==> src/rtl/svg_pkg.sv <==
package svg_pkg;

	localparam int FRAC_BITS_DEF = 14;
	localparam int COUNT_MAX_DEF = 256;

	localparam int PHASE_BITS   = 24;
	localparam int CORDIC_STEPS = 16;
	localparam int DIV_W        = 33;
	localparam int XY_W         = 27;
	localparam int Z_W          = 26;
	localparam int GAIN_INV     = 10188014;
	localparam int PH_QUARTER   = 1 << (PHASE_BITS - 2);
	localparam int PH_HALF      = 1 << (PHASE_BITS - 1);

	localparam logic [1:0] REG_RING_COUNT    = 2'd0;
	localparam logic [1:0] REG_SEGMENT_COUNT = 2'd1;
	localparam logic [1:0] REG_NORMALS       = 2'd2;

	typedef logic signed [XY_W-1:0] xy_t;
	typedef logic signed [Z_W-1:0]  ang_t;

	typedef struct packed {
		logic north;
		logic south;
		logic clamped;
	} meta_t;

	function automatic int atan_step(input int i);
		int r;
		r = 0;
		case (i)
			0:  r = 2097152;
			1:  r = 1238021;
			2:  r = 654136;
			3:  r = 332050;
			4:  r = 166669;
			5:  r = 83416;
			6:  r = 41718;
			7:  r = 20860;
			8:  r = 10430;
			9:  r = 5215;
			10: r = 2608;
			11: r = 1304;
			12: r = 652;
			13: r = 326;
			14: r = 163;
			15: r = 81;
			default: r = 0;
		endcase
		return r;
	endfunction

endpackage

==> src/rtl/svg_cordic_cell.sv <==
module svg_cordic_cell #(
	parameter int STEP = 0
) (
	input  logic               clk,
	input  svg_pkg::xy_t       x_i,
	input  svg_pkg::xy_t       y_i,
	input  svg_pkg::ang_t      z_i,
	output svg_pkg::xy_t       x_o,
	output svg_pkg::xy_t       y_o,
	output svg_pkg::ang_t      z_o
);

	localparam svg_pkg::ang_t ATAN = svg_pkg::Z_W'(svg_pkg::atan_step(STEP));

	// rotate toward zero residual angle
	always_ff @(posedge clk) begin
		if (!z_i[svg_pkg::Z_W-1]) begin
			x_o <= x_i - (y_i >>> STEP);
			y_o <= y_i + (x_i >>> STEP);
			z_o <= z_i - ATAN;
		end else begin
			x_o <= x_i + (y_i >>> STEP);
			y_o <= y_i - (x_i >>> STEP);
			z_o <= z_i + ATAN;
		end
	end

endmodule

==> config.mk <==
export PLATFORM = sky130hd
export DESIGN_NAME = svg_cordic_cell
export DESIGN_NICKNAME = d
export VERILOG_FILES = /design/src/rtl/svg_pkg.sv /design/src/rtl/svg_cordic_cell.sv
export SDC_FILE = /design/constraint.sdc
export NUM_CORES = 1
export LEC_CHECK = 0
export BUFFER_PORTS_ARGS = -buffer_cell sky130_fd_sc_hd__buf_2
export CAP_MARGIN = 20
export CORE_MARGIN = 10
export CORE_UTILIZATION = 55
export CTS_CLUSTER_SIZE = 20
export DETAILED_ROUTE_END_ITERATION = 10
export PLACE_DENSITY = 0.8
export SLEW_MARGIN = 15
export SYNTH_ARGS = -nofsm -noshare
export SYNTH_HDL_FRONTEND = slang
export SYNTH_SLANG_ARGS = --single-unit
==> constraint.sdc <==
create_clock -name clk -period 3.35 [get_ports clk]
set_input_delay 0.67 -clock clk [delete_from_list [all_inputs] [get_ports clk]]
set_output_delay 0.67 -clock clk [all_outputs]
set_load 0.02 [all_outputs]
==> flow_metrics.py <==
metrics = {
    "setup_path": {
        "crit_type": "in2reg",
        "crit_chain": "buf_2 > ha_1 > inv_1 > fa_1 > nor2_1 > o211ai_1 > a31oi_2 > a2111oi_2 > nor4_1 > buf_4 > o21ai_0 > o21ai_1 > xnor2_1",
        "critPathSlowestCell": "a2111oi_2",
        "worstPathRequired_ps": 3570,
        "cp-end-kind": "register",
        "cp_max_fo": 4,
        "crit_buf_inv": 3,
        "crit_path_start_kind": "input pin",
        "cp.arrival_ps": 3230,
        "crit_path_max_incr_delay_ps": 520,
        "path_delay_family": "compound AO/OA/AOI/OAI gates",
    },
    "clock_tree": {
        "clkSinkCount": 79,
        "htree_levels": 3,
        "cts_tree": "yes",
        "cts_made_buffers": 9,
        "clkTransAtPathRegs_ps": 60,
        "ctsResizeCount": 0,
        "clk_path_buf_depth": 2,
        "ctsHoldBuffers": 0,
        "cts_setup_buffers": 0,
        "cts_root_buf": "clkbuf_16",
    },
    "die": {
        "io_pins": 161,
        "dieHeight_um": 128,
        "core_area_mm2": 0.0114,
        "start_util_pct": 56.0,
        "num_rows": 39,
        "die-area_mm2": 0.0163,
        "fp.dieW_um": 128,
    },
    "routing": {
        "drtPass1Iterations": 6,
        "drc_errors": 0,
        "drtIter0Drc": 565,
        "vias": 6473,
        "wirelength_um": 20000,
        "vias_per_cell": 5.79,
        "antenna_left": 0,
        "wl_per_cell_um": 17.9,
    },
    "global_route": {
        "grt_pass1_wl_um": 31700,
        "groute.usage.overall_pct": 23.6,
        "grt_pass1_vias": 6247,
        "grt_max_degree": 49,
        "grt-ovfl-total": 0,
        "antenna_found_initial": 0,
    },
    "pwr": {
        "internal_power_mw": 2.27,
        "clock_power_share_pct": 28.1,
        "power_density_mw_per_mm2": 464,
        "power_mw": 3.65,
        "p_sw_mw": 1.38,
        "pwr-share-comb_pct": 39.9,
        "p_leak_nw": 3.88,
        "p_sw_share_pct": 37.8,
        "vdd_drop_max_mv": 0.418,
        "seq_power_share_pct": 32.0,
    },
    "synth": {
        "yosys-top-cells-area": "dfxtp_1 25%, ha_1 17%, xnor2_1 6.0%",
        "synth_edf_count": 0,
        "yosysSeqAreaShare_pct": 24.7,
        "dominantRegCellSynth": "dfxtp_1",
        "ys_seq_elements": 79,
        "ys_types": 68,
        "synthDominantAreaCellType": "dfxtp_1",
        "yosysTopAreaCellShare_pct": 24.7,
        "syn_nets": 966,
        "ys_warn_count": 0,
        "async_flop_share_pct": 0,
        "syn_inst": 792,
        "avgSynthCellArea_um2": 8.07,
        "syn_area_mm2": 0.00639,
    },
    "timing": {
        "period_share_pct": 90.0,
        "rsz0062_at_grt": "false",
        "slew_violations": 0,
        "max_freq_mhz": 332,
        "setup_viol": 0,
        "hold_slack_ps": 420,
        "finalSetupTns_ps": 0,
        "hold_viol": 0,
        "tightest_slew_ps": 531,
        "layout_setup_ws_ps": 335,
        "period_needed_ps": 3010,
        "max-slew-margin-rel_pct": 64.0,
    },
    "finish": {
        "diodes": 0,
        "area_growth_syn_to_layout_pct": 22.9,
        "fin_nets": 1144,
        "drive_gt1_share_pct": 25.3,
        "postLayoutCoreUtil_pct": 68.8,
        "finalNonFillerCells": 1118,
        "fillCellCount": 988,
        "stdcell_area_mm2": 0.00786,
    },
    "placement": {
        "io_buffers": 160,
        "dpl-instance-area_mm2": 0.00755,
        "place_ws_ps": 47.4,
        "place.detailed.hpwl_um": 16200,
        "dp.cells": 1102,
        "gp_congestion": 0.970,
    },
    "flow_run": {
        "maxCapViolations": 0,
    },
    "worst_hold_path": {
        "min_path_type": "in2reg",
    },
    "run_status": {
        "status": "finished, final reports clean",
    },
}
[synth_stat cells, types with 11 or more instances]
cell type and instances:
inv_1 73, nand2_1 38, o21bai_1 13, a21o_1 17
o21ai_0 44, o21ai_1 16, nor2_1 69, clkbuf_1 24
dfxtp_1 79, ha_1 89, a31oi_1 15, nor2b_1 11
nor3_1 14, xnor2_1 44, a21oi_1 73
[cells in the final DEF (no fill, tap or decap), types with 15 or more instances in the layout]
| master | count |
|---|---|
| o21ai_0 | 44 |
| a31oi_1 | 15 |
| a21oi_1 | 73 |
| a21o_1 | 17 |
| ha_1 | 89 |
| nand2_1 | 38 |
| xnor2_1 | 44 |
| o21ai_1 | 16 |
| buf_2 | 160 |
| nor2_1 | 69 |
| inv_1 | 73 |
| buf_4 | 45 |
| dfxtp_1 | 79 |
[routing by layer]
layer / vias up / global-route usage (%) / routed length, um
met5: - / 0 / 0
met4: 0 / 9.67 / 452
met3: 36 / 5.21 / 2010
met2: 357 / 37.4 / 9030
met1: 2969 / 30.4 / 8530
li1: 3111 / - / -
[power by group through the flow]
stage	clock [mW]	sequential (mW)	combinational [mW]
after floorplan	0	1.41	0.700
after global placement	0	1.18	1.43
after detailed placement	0	1.19	1.44
after CTS	1.04	1.17	1.45
after global routing	1.07	1.18	1.57
final	1.02	1.17	1.46
[cell families (layout without fill, tap and decap cells)]
| logic type | count (synthesis) | count (layout) | synth area share (%) |
|---|---|---|---|
| adder cells (fa/ha/maj) | 93 | 93 | 18.7 |
| buffers and inverters | 121 | 304 | 7.44 |
| XOR/XNOR | 53 | 53 | 7.26 |
| multiplexers | 9 | 9 | 1.41 |
| AO/OA/AOI/OAI | 262 | 262 | 27.2 |
| flip-flops | 79 | 79 | 24.7 |
| AND/OR/NAND/NOR | 175 | 175 | 13.3 |
[registers in the layout, summed over array words and instances (netlist names)]
register / cells
y_o: 27
x_o: 26
z_o: 26
[worst paths after layout]
kind                    from       to  slack (ps)  depth (start not counted)
worst max-delay path  x_i[0]  x_o[24]         340                         13
worst min-delay path  z_i[8]   z_o[8]         420                          1
[area by class of cell]
| class | instances | area, um^2 | share of cell area, % |
|---|---|---|---|
| Tap cell | 143 | 179 | 2.28 |
| Sequential cell | 79 | 1580 | 20.1 |
| Clock buffer | 10 | 239 | 3.04 |
| Multi-Input combinational cell | 592 | 4340 | 55.2 |
| Clock inverter | 6 | 68.8 | 0.876 |
| Timing Repair Buffer | 205 | 1140 | 14.5 |
| Inverter | 83 | 312 | 3.97 |
Power figures use the tool's default switching activity.
