`config.mk`:
```
export PLATFORM = sky130hd
export DESIGN_NAME = svg_div_cell
export DESIGN_NICKNAME = d
export VERILOG_FILES = /design/src/rtl/svg_pkg.sv /design/src/rtl/svg_div_cell.sv
export SDC_FILE = /design/constraint.sdc
export NUM_CORES = 1
export LEC_CHECK = 0
export BUFFER_PORTS_ARGS = -buffer_cell sky130_fd_sc_hd__buf_2
export CAP_MARGIN = 40
export CELL_PAD_IN_SITES_DETAIL_PLACEMENT = 1
export CELL_PAD_IN_SITES_GLOBAL_PLACEMENT = 2
export CORE_ASPECT_RATIO = 1.4
export CORE_MARGIN = 2
export CORE_UTILIZATION = 21
export CTS_BUF_LIST = sky130_fd_sc_hd__clkbuf_8
export DETAILED_ROUTE_END_ITERATION = 8
export PLACE_DENSITY = 0.86
export SYNTH_ARGS = -nofsm -noshare
export SYNTH_HDL_FRONTEND = slang
export SYNTH_SLANG_ARGS = --single-unit
```
`constraint.sdc`:
```
create_clock -name clk -period 2 [get_ports clk]
set_input_delay 0.1 -clock clk [delete_from_list [all_inputs] [get_ports clk]]
set_output_delay 0.1 -clock clk [all_outputs]
set_load 0.02 [all_outputs]
```
`src/rtl/svg_pkg.sv`:
```
package svg_pkg;

	localparam int FRAC_BITS_DEF = 14;
	localparam int COUNT_MAX_DEF = 256;

	localparam int PHASE_BITS   = 24;
	localparam int CORDIC_STEPS = 16;
	localparam int DIV_W        = 33;
	localparam int XY_W         = 27;
	localparam int Z_W          = 26;
	localparam int GAIN_INV     = 10188014;
	localparam int PH_QUARTER   = 1 << (PHASE_BITS - 2);
	localparam int PH_HALF      = 1 << (PHASE_BITS - 1);

	localparam logic [1:0] REG_RING_COUNT    = 2'd0;
	localparam logic [1:0] REG_SEGMENT_COUNT = 2'd1;
	localparam logic [1:0] REG_NORMALS       = 2'd2;

	typedef logic signed [XY_W-1:0] xy_t;
	typedef logic signed [Z_W-1:0]  ang_t;

	typedef struct packed {
		logic north;
		logic south;
		logic clamped;
	} meta_t;

	function automatic int atan_step(input int i);
		int r;
		r = 0;
		case (i)
			0:  r = 2097152;
			1:  r = 1238021;
			2:  r = 654136;
			3:  r = 332050;
			4:  r = 166669;
			5:  r = 83416;
			6:  r = 41718;
			7:  r = 20860;
			8:  r = 10430;
			9:  r = 5215;
			10: r = 2608;
			11: r = 1304;
			12: r = 652;
			13: r = 326;
			14: r = 163;
			15: r = 81;
			default: r = 0;
		endcase
		return r;
	endfunction

endpackage

```
`src/rtl/svg_div_cell.sv`:
```
module svg_div_cell #(
	parameter int W = svg_pkg::DIV_W
) (
	input  logic         clk,
	input  logic [W-1:0] num_i,
	input  logic [8:0]   rem_i,
	input  logic [8:0]   den_i,
	input  logic [W-1:0] q_i,
	output logic [W-1:0] num_o,
	output logic [8:0]   rem_o,
	output logic [8:0]   den_o,
	output logic [W-1:0] q_o
);

	logic [9:0] trial;
	logic [9:0] diff;
	logic       ge;

	assign trial = {rem_i, num_i[W-1]};
	assign ge    = trial >= {1'b0, den_i};
	assign diff  = trial - {1'b0, den_i};

	// one quotient bit per cell, remainder stays below the divisor
	always_ff @(posedge clk) begin
		rem_o <= ge ? diff[8:0] : trial[8:0];
		num_o <= {num_i[W-2:0], 1'b0};
		q_o   <= {q_i[W-2:0], ge};
		den_o <= den_i;
	end

endmodule

```
==> results of run 1 <==
per-layer routing:
metal,wire length [µm],GRT usage
met1,2960,0.131
met2,5190,0.292
met3,633,0.0401
met4,196,0.0649
met5,0,0
cell type report:
class | count | area [µm²]
clock buffer | 9 | 124
clock inverter | 7 | 58.8
fill | 1241 | 6440
inverter | 13 | 51.3
multi-input combinational | 70 | 637
sequential | 83 | 1660
tap | 141 | 176
timing repair buffer | 259 | 1720
flip-flops by register name, summed over array words and instances (netlist names):
name / cells
q_o: 33
rem_o: 9
den_o: 9
num_o: 32
cell usage after synthesis, types with 2 or more instances:
| cell | number |
|---|---|
| xnor2_1 | 2 |
| o31ai_1 | 2 |
| dfxtp_1 | 83 |
| clkbuf_1 | 2 |
| nand2b_1 | 3 |
| a211oi_1 | 2 |
| nand2_1 | 4 |
| a2111oi_0 | 2 |
| o211ai_1 | 4 |
| a21oi_1 | 6 |
| a211o_1 | 2 |
| nor2_1 | 2 |
| ha_1 | 9 |
| mux2_4 | 3 |
| nand3_1 | 2 |
| a21o_1 | 3 |
| inv_1 | 12 |
| mux2i_1 | 2 |
final timing paths:
kind	startpoint	end	slack, ns	cells past startpoint
max	den_i[3]	rem_o[2]	0.06	9
min	rem_i[0]	rem_o[1]	0.03	2
power breakdown:
group	internal [mW]	switching, mW
sequential	1.77	0.0383
clock	0.473	0.652
combinational	0.368	0.387
total	2.61	1.08
logic make-up (layout without fill, tap and decap cells):
| logic type | Yosys count | count (layout) |
|---|---|---|
| buf+inv | 18 | 288 |
| fa+ha+maj | 10 | 10 |
| xor+xnor | 3 | 3 |
| simple gates | 17 | 17 |
| flops | 83 | 83 |
| other cells | 1 | 1 |
| mux | 6 | 6 |
| compound gates | 33 | 33 |
what timing repair did:
item	CTS	global route
setup buffers	0	1
hold buffers	77	0
resized for setup	0	6
hold endpoints to repair	77	0
endpoints found under the setup margin	0	8
critical path, delay by kind of cell:
| kind | cells | cell delay, ns |
|---|---|---|
| fa+ha+maj | 1 | 0.19 |
| mux | 1 | 0.31 |
| buf+inv | 4 | 0.82 |
| compound gates | 3 | 0.76 |
==> impl_metrics.toml, run 1 <==
[synth]
dominantRegCellSynth = "dfxtp_1"
muxShareOfSynthArea = 0.0325
syn_area_um2 = 2350
avgSynthCellArea_um2 = 13.7
synth_edf_count = 0
post-synth-top-area-cell = "dfxtp_1"
yosys.area_share.adder = 0.0565
sequential_share_of_the_synthesized_area = 0.708
synth_simple_gate_area_share = 0.0416
yosys.area_share.xor_xnor = 0.0112
ys_warn_count = 0
synth_top_area_share = 0.708
synth-compound-area-share = 0.113
mappedNetlistNets = 266
post_synth_main_area_contributors = "dfxtp_1 (71%), ha_1 (4.8%), inv_1 (1.9%)"
yosys.cell_types.count = 44
netlist_instances = 171
ys_seq_elements = 83
synth_top_family_by_area = "compound AO/OA/AOI/OAI gates"
synth-async-reset-ratio = 0

[global_routing]
grt_util_all_layers = 0.145
globalRouteOverflowTotal = 0
grt_first_pass_wirelength_um = 13100
grt_start_max_net_pins = 17
first_global_vias = 2555
grt_antenna_before_repair = 0

[detailed_routing]
number_of_remaining_drc_errors = 0
detail_route.first_pass.iterations = 4
post_drt_wl_per_cell_um = 15.4
antenna_left = 0
avg_vias_per_cell = 4.03
finalWirelength_um = 8980
via_count = 2344
drt_first_iter_violations = 31

[critical_path]
critPathLaunchType = "input pin"
critical-path-max-stage-delay_ns = 0.52
worst-endpoint-required_ns = 2.24
cp_max_fo = 6
crit_arrival_ns = 2.18
worstSetupPathType = "input pin to flop"
critPathSlowestCell = "dlygate4sd3_1"
critical_path.cell_chain = "dlygate4sd3_1 > buf_2 > inv_2 > ha_4 > o211ai_1 > o21ai_2 > a211oi_4 > inv_4 > mux2_4"
end_kind = "flop"

[place]
port-buffer-count = 166
post-dp-hpwl_um = 6010
detailed_place.area_um2 = 3430
dp_worst_setup_slack_ns = -0.179
dpl.cell_count = 488
gp_congestion = 0.843

[die]
design.portCount = 169
fp.dieArea_um2 = 12000
die_width_um = 93.3
initial_core_util = 0.216
placeableCoreArea_um2 = 10900
die_h_um = 129
std_cell_rows = 45

[job]
max_cap_violations = 0

[power_and_ir_drop]
total_power_mw = 3.69
power-per-cell-area_nw_per_um2 = 832
worst_ir_drop_vdd_uv = 267
power.static_leakage_nw = 2.16

[cells_and_area]
areaGrowthSynthToFinish_pct = 88.9
design.final.nets = 531
antennaDiodeCount = 0
fin_area_um2 = 4430
layout.cells.most_common_list = "buf_2 (166), dfxtp_1 (83), dlygate4sd3_1 (77)"
final_layout_size_suffix_gt1_frac = 0.483
final_common_cell = "buf_2"
final_core_utilization = 0.408
finalNonFillerCells = 582

[sta]
finalCritPeriodShare = 0.972
drv_slew = 0
timing.setup.tns_ns = 0
setup_ws_ns = 0.0563
final.min_clock_period_ns = 1.94
final_hold_viol_count = 0
maxClockFrequency_mhz = 514
worst_hold_slack_ns = 0.0340
setup-violations-final = 0

[clock_network]
clock_tree.buffer_depth = 2
cts.reportedPaths.clkPinSlew_ns = 0.09
cts_htree_levels = 3
cts_tree = "yes"
ctsRootBufferMaster = "clkbuf_8"
numCtsBuffers = 9
clkSinkCount = 83

[status]
status = "finished clean"

[worst_hold_path]
worst_hold_path_type = "input pin to flop"
Note: power is estimated with default switching activity, not from simulation.
==> run 2, diff against run 1 <==
- ABC_AREA: not set -> 1
- CORE_UTILIZATION: 21 -> 20
- PLACE_DENSITY: 0.86 -> 0.87
==> run 2 against run 1 <==
  * Combinational power fell by 9.0%
  * First-iteration DRC count rose by 71%
  * Flip-flop and latch count did not move
  * Worst setup slack gained 0.13 ns
  * Via count rose by 0.17%
  * Largest cell class is now flip-flops and latches
==> impl_metrics.toml, run 2 <==
[clock_network]
cts_tree = "yes"
numCtsBuffers = 9
cts.reportedPaths.clkPinSlew_ns = 0.08
cts_htree_levels = 3
ctsRootBufferMaster = "clkbuf_8"
clkSinkCount = 83
clock_tree.buffer_depth = 2

[job]
max_cap_violations = 0

[sta]
drv_slew = 0
worst_hold_slack_ns = 0.0584
timing.setup.tns_ns = 0
setup_ws_ns = 0.189
setup-violations-final = 0
final_hold_viol_count = 0
finalCritPeriodShare = 0.906
maxClockFrequency_mhz = 552
rsz0062_at_grt = "no"
final.min_clock_period_ns = 1.81

[detailed_routing]
drt_first_iter_violations = 53
finalWirelength_um = 8550
post_drt_wl_per_cell_um = 13.8
detail_route.first_pass.iterations = 4
avg_vias_per_cell = 3.81
antenna_left = 0
number_of_remaining_drc_errors = 0
via_count = 2348

[die]
design.portCount = 169
die_width_um = 95.3
initial_core_util = 0.206
die_h_um = 132
std_cell_rows = 46
placeableCoreArea_um2 = 11300
fp.dieArea_um2 = 12600

[power_and_ir_drop]
power.static_leakage_nw = 2.25
worst_ir_drop_vdd_uv = 257
power-per-cell-area_nw_per_um2 = 841

[critical_path]
cp_max_fo = 10
worstSetupPathType = "input pin to flop"
critPathLaunchType = "input pin"
worst-endpoint-required_ns = 2.25
crit_arrival_ns = 2.06
crit_path_start = "rem_i[4]"
end_kind = "flop"

[synth]
avgSynthCellArea_um2 = 11.1
dominantRegCellSynth = "dfxtp_1"
post_synth_main_area_contributors = "dfxtp_1 (71%), nand2_1 (8.2%), ha_1 (4.8%)"
ys_warn_count = 0
synth-async-reset-ratio = 0
mappedNetlistNets = 306
synth_top_area_share = 0.712
yosys.cell_types.count = 20
synth_edf_count = 0
netlist_instances = 211
synthMostInstantiatedCell = "dfxtp_1"
ys_seq_elements = 83
sequential_share_of_the_synthesized_area = 0.712
post_synth_most_frequent_cells = "dfxtp_1 (83), nand2_1 (51), inv_1 (25)"
post-synth-top-area-cell = "dfxtp_1"
syn_area_um2 = 2330

[global_routing]
grt_antenna_before_repair = 0
first_global_vias = 2608
grt_first_pass_wirelength_um = 12800
grt_start_max_net_pins = 15
grt_util_all_layers = 0.135
globalRouteOverflowTotal = 0

[cells_and_area]
areaGrowthSynthToFinish_pct = 86.1
final_layout_size_suffix_gt1_frac = 0.402
final_common_cell = "buf_2"
largest_reg_flops = 33
biggestRegsByFlops = "q_o (33), num_o (32)"
layout.cells.most_common_list = "buf_2 (166), dfxtp_1 (83), dlygate4sd3_1 (81)"
largest_register = "q_o"
design.final.nets = 563
antennaDiodeCount = 0
finalNonFillerCells = 617

[worst_hold_path]
min_from = "rem_i[0]"
holdPathStages = 3
timing.hold.worst_endpoint = "rem_o[1]"
worst_hold_path_type = "input pin to flop"

[place]
port-buffer-count = 166
gp_congestion = 0.766
post-dp-hpwl_um = 5690
dp_worst_setup_slack_ns = 0.275
dpl.cell_count = 520

[status]
status = "finished clean"
==> run 2: changes by cell type after synthesis, sizes merged, moves of 3 or more <==
cell	delta
nand2	+51
nand3	+15
inv	+12
a211oi	-4
mux2	-4
o211ai	-4
a21o	-3
nand2b	-3
nor2	+3
==> run 2: layout make-up <==
cell class,count,area (µm²)
clock inverters,7,66.3
fillers,1329,6990
flip-flops and latches,83,1660
repair buffers,248,1650
multi-input cells,100,566
inverters,26,97.6
clock buffers,9,124
well taps,144,180
==> run 2: how the worst max path moves through the flow <==
stage                    end  slack (ns)  cells past startpoint
floorplan           rem_o[7]        0.64                     10
global placement    rem_o[7]        0.31                     11
detailed placement  rem_o[7]        0.28                     11
CTS                 rem_o[7]        0.12                     12
global route        rem_o[2]       0.008                     11
finish              rem_o[7]        0.19                     11
==> run 2: logic make-up (layout without fill, tap and decap cells) <==
group           after synthesis  in the layout  synth area share
compound gates                5              5            0.0171
xor+xnor                      3              3            0.0113
fa+ha+maj                    10             10            0.0568
buf+inv                      28            290            0.0472
flops                        83             83             0.712
other cells                   1              1           0.00161
simple gates                 81             81             0.154
==> run 2: layer usage <==
layer | global-route usage | vias to the layer above | routed length [µm]
met3 | 0.0406 | 11 | 844
met2 | 0.258 | 122 | 4490
met5 | 0 | - | 0
met1 | 0.126 | 1053 | 3040
li1 | - | 1162 | -
met4 | 0.0596 | 0 | 161
==> run 2: metrics by stage <==
step | instance area, µm² | power [mW] | util
floorplan | 2330 | 2.14 | -
global placement | 3340 | 2.38 | 0.295
detailed placement | 3340 | 2.39 | 0.295
CTS | 4340 | 3.72 | 0.383
global route | 4340 | 3.88 | 0.383
finish | 4340 | 3.65 | 0.383
==> run 2: worst max-delay path, stage by stage <==
cell	delay, ns
dlygate4sd3_1	0.57
buf_2	0.14
ha_1	0.34
nand2_1	0.13
clkinv_1	0.10
a21oi_2	0.17
nand2_2	0.09
nand2_4	0.15
nand2_4	0.13
nand2_1	0.09
nand2_1	0.04
==> run 2: repair_timing <==
action | CTS | global route
hold endpoints to repair | 81 | 0
gates resized for setup | 0 | 1
endpoints found under the setup margin | 0 | 1
hold buffers | 81 | 0
setup buffers | 0 | 0
==> run 2: report_power, final <==
part	total, mW	internal, mW	switching, mW
combinational	0.688	0.309	0.380
sequential	1.79	1.77	0.0286
clock	1.17	0.575	0.597
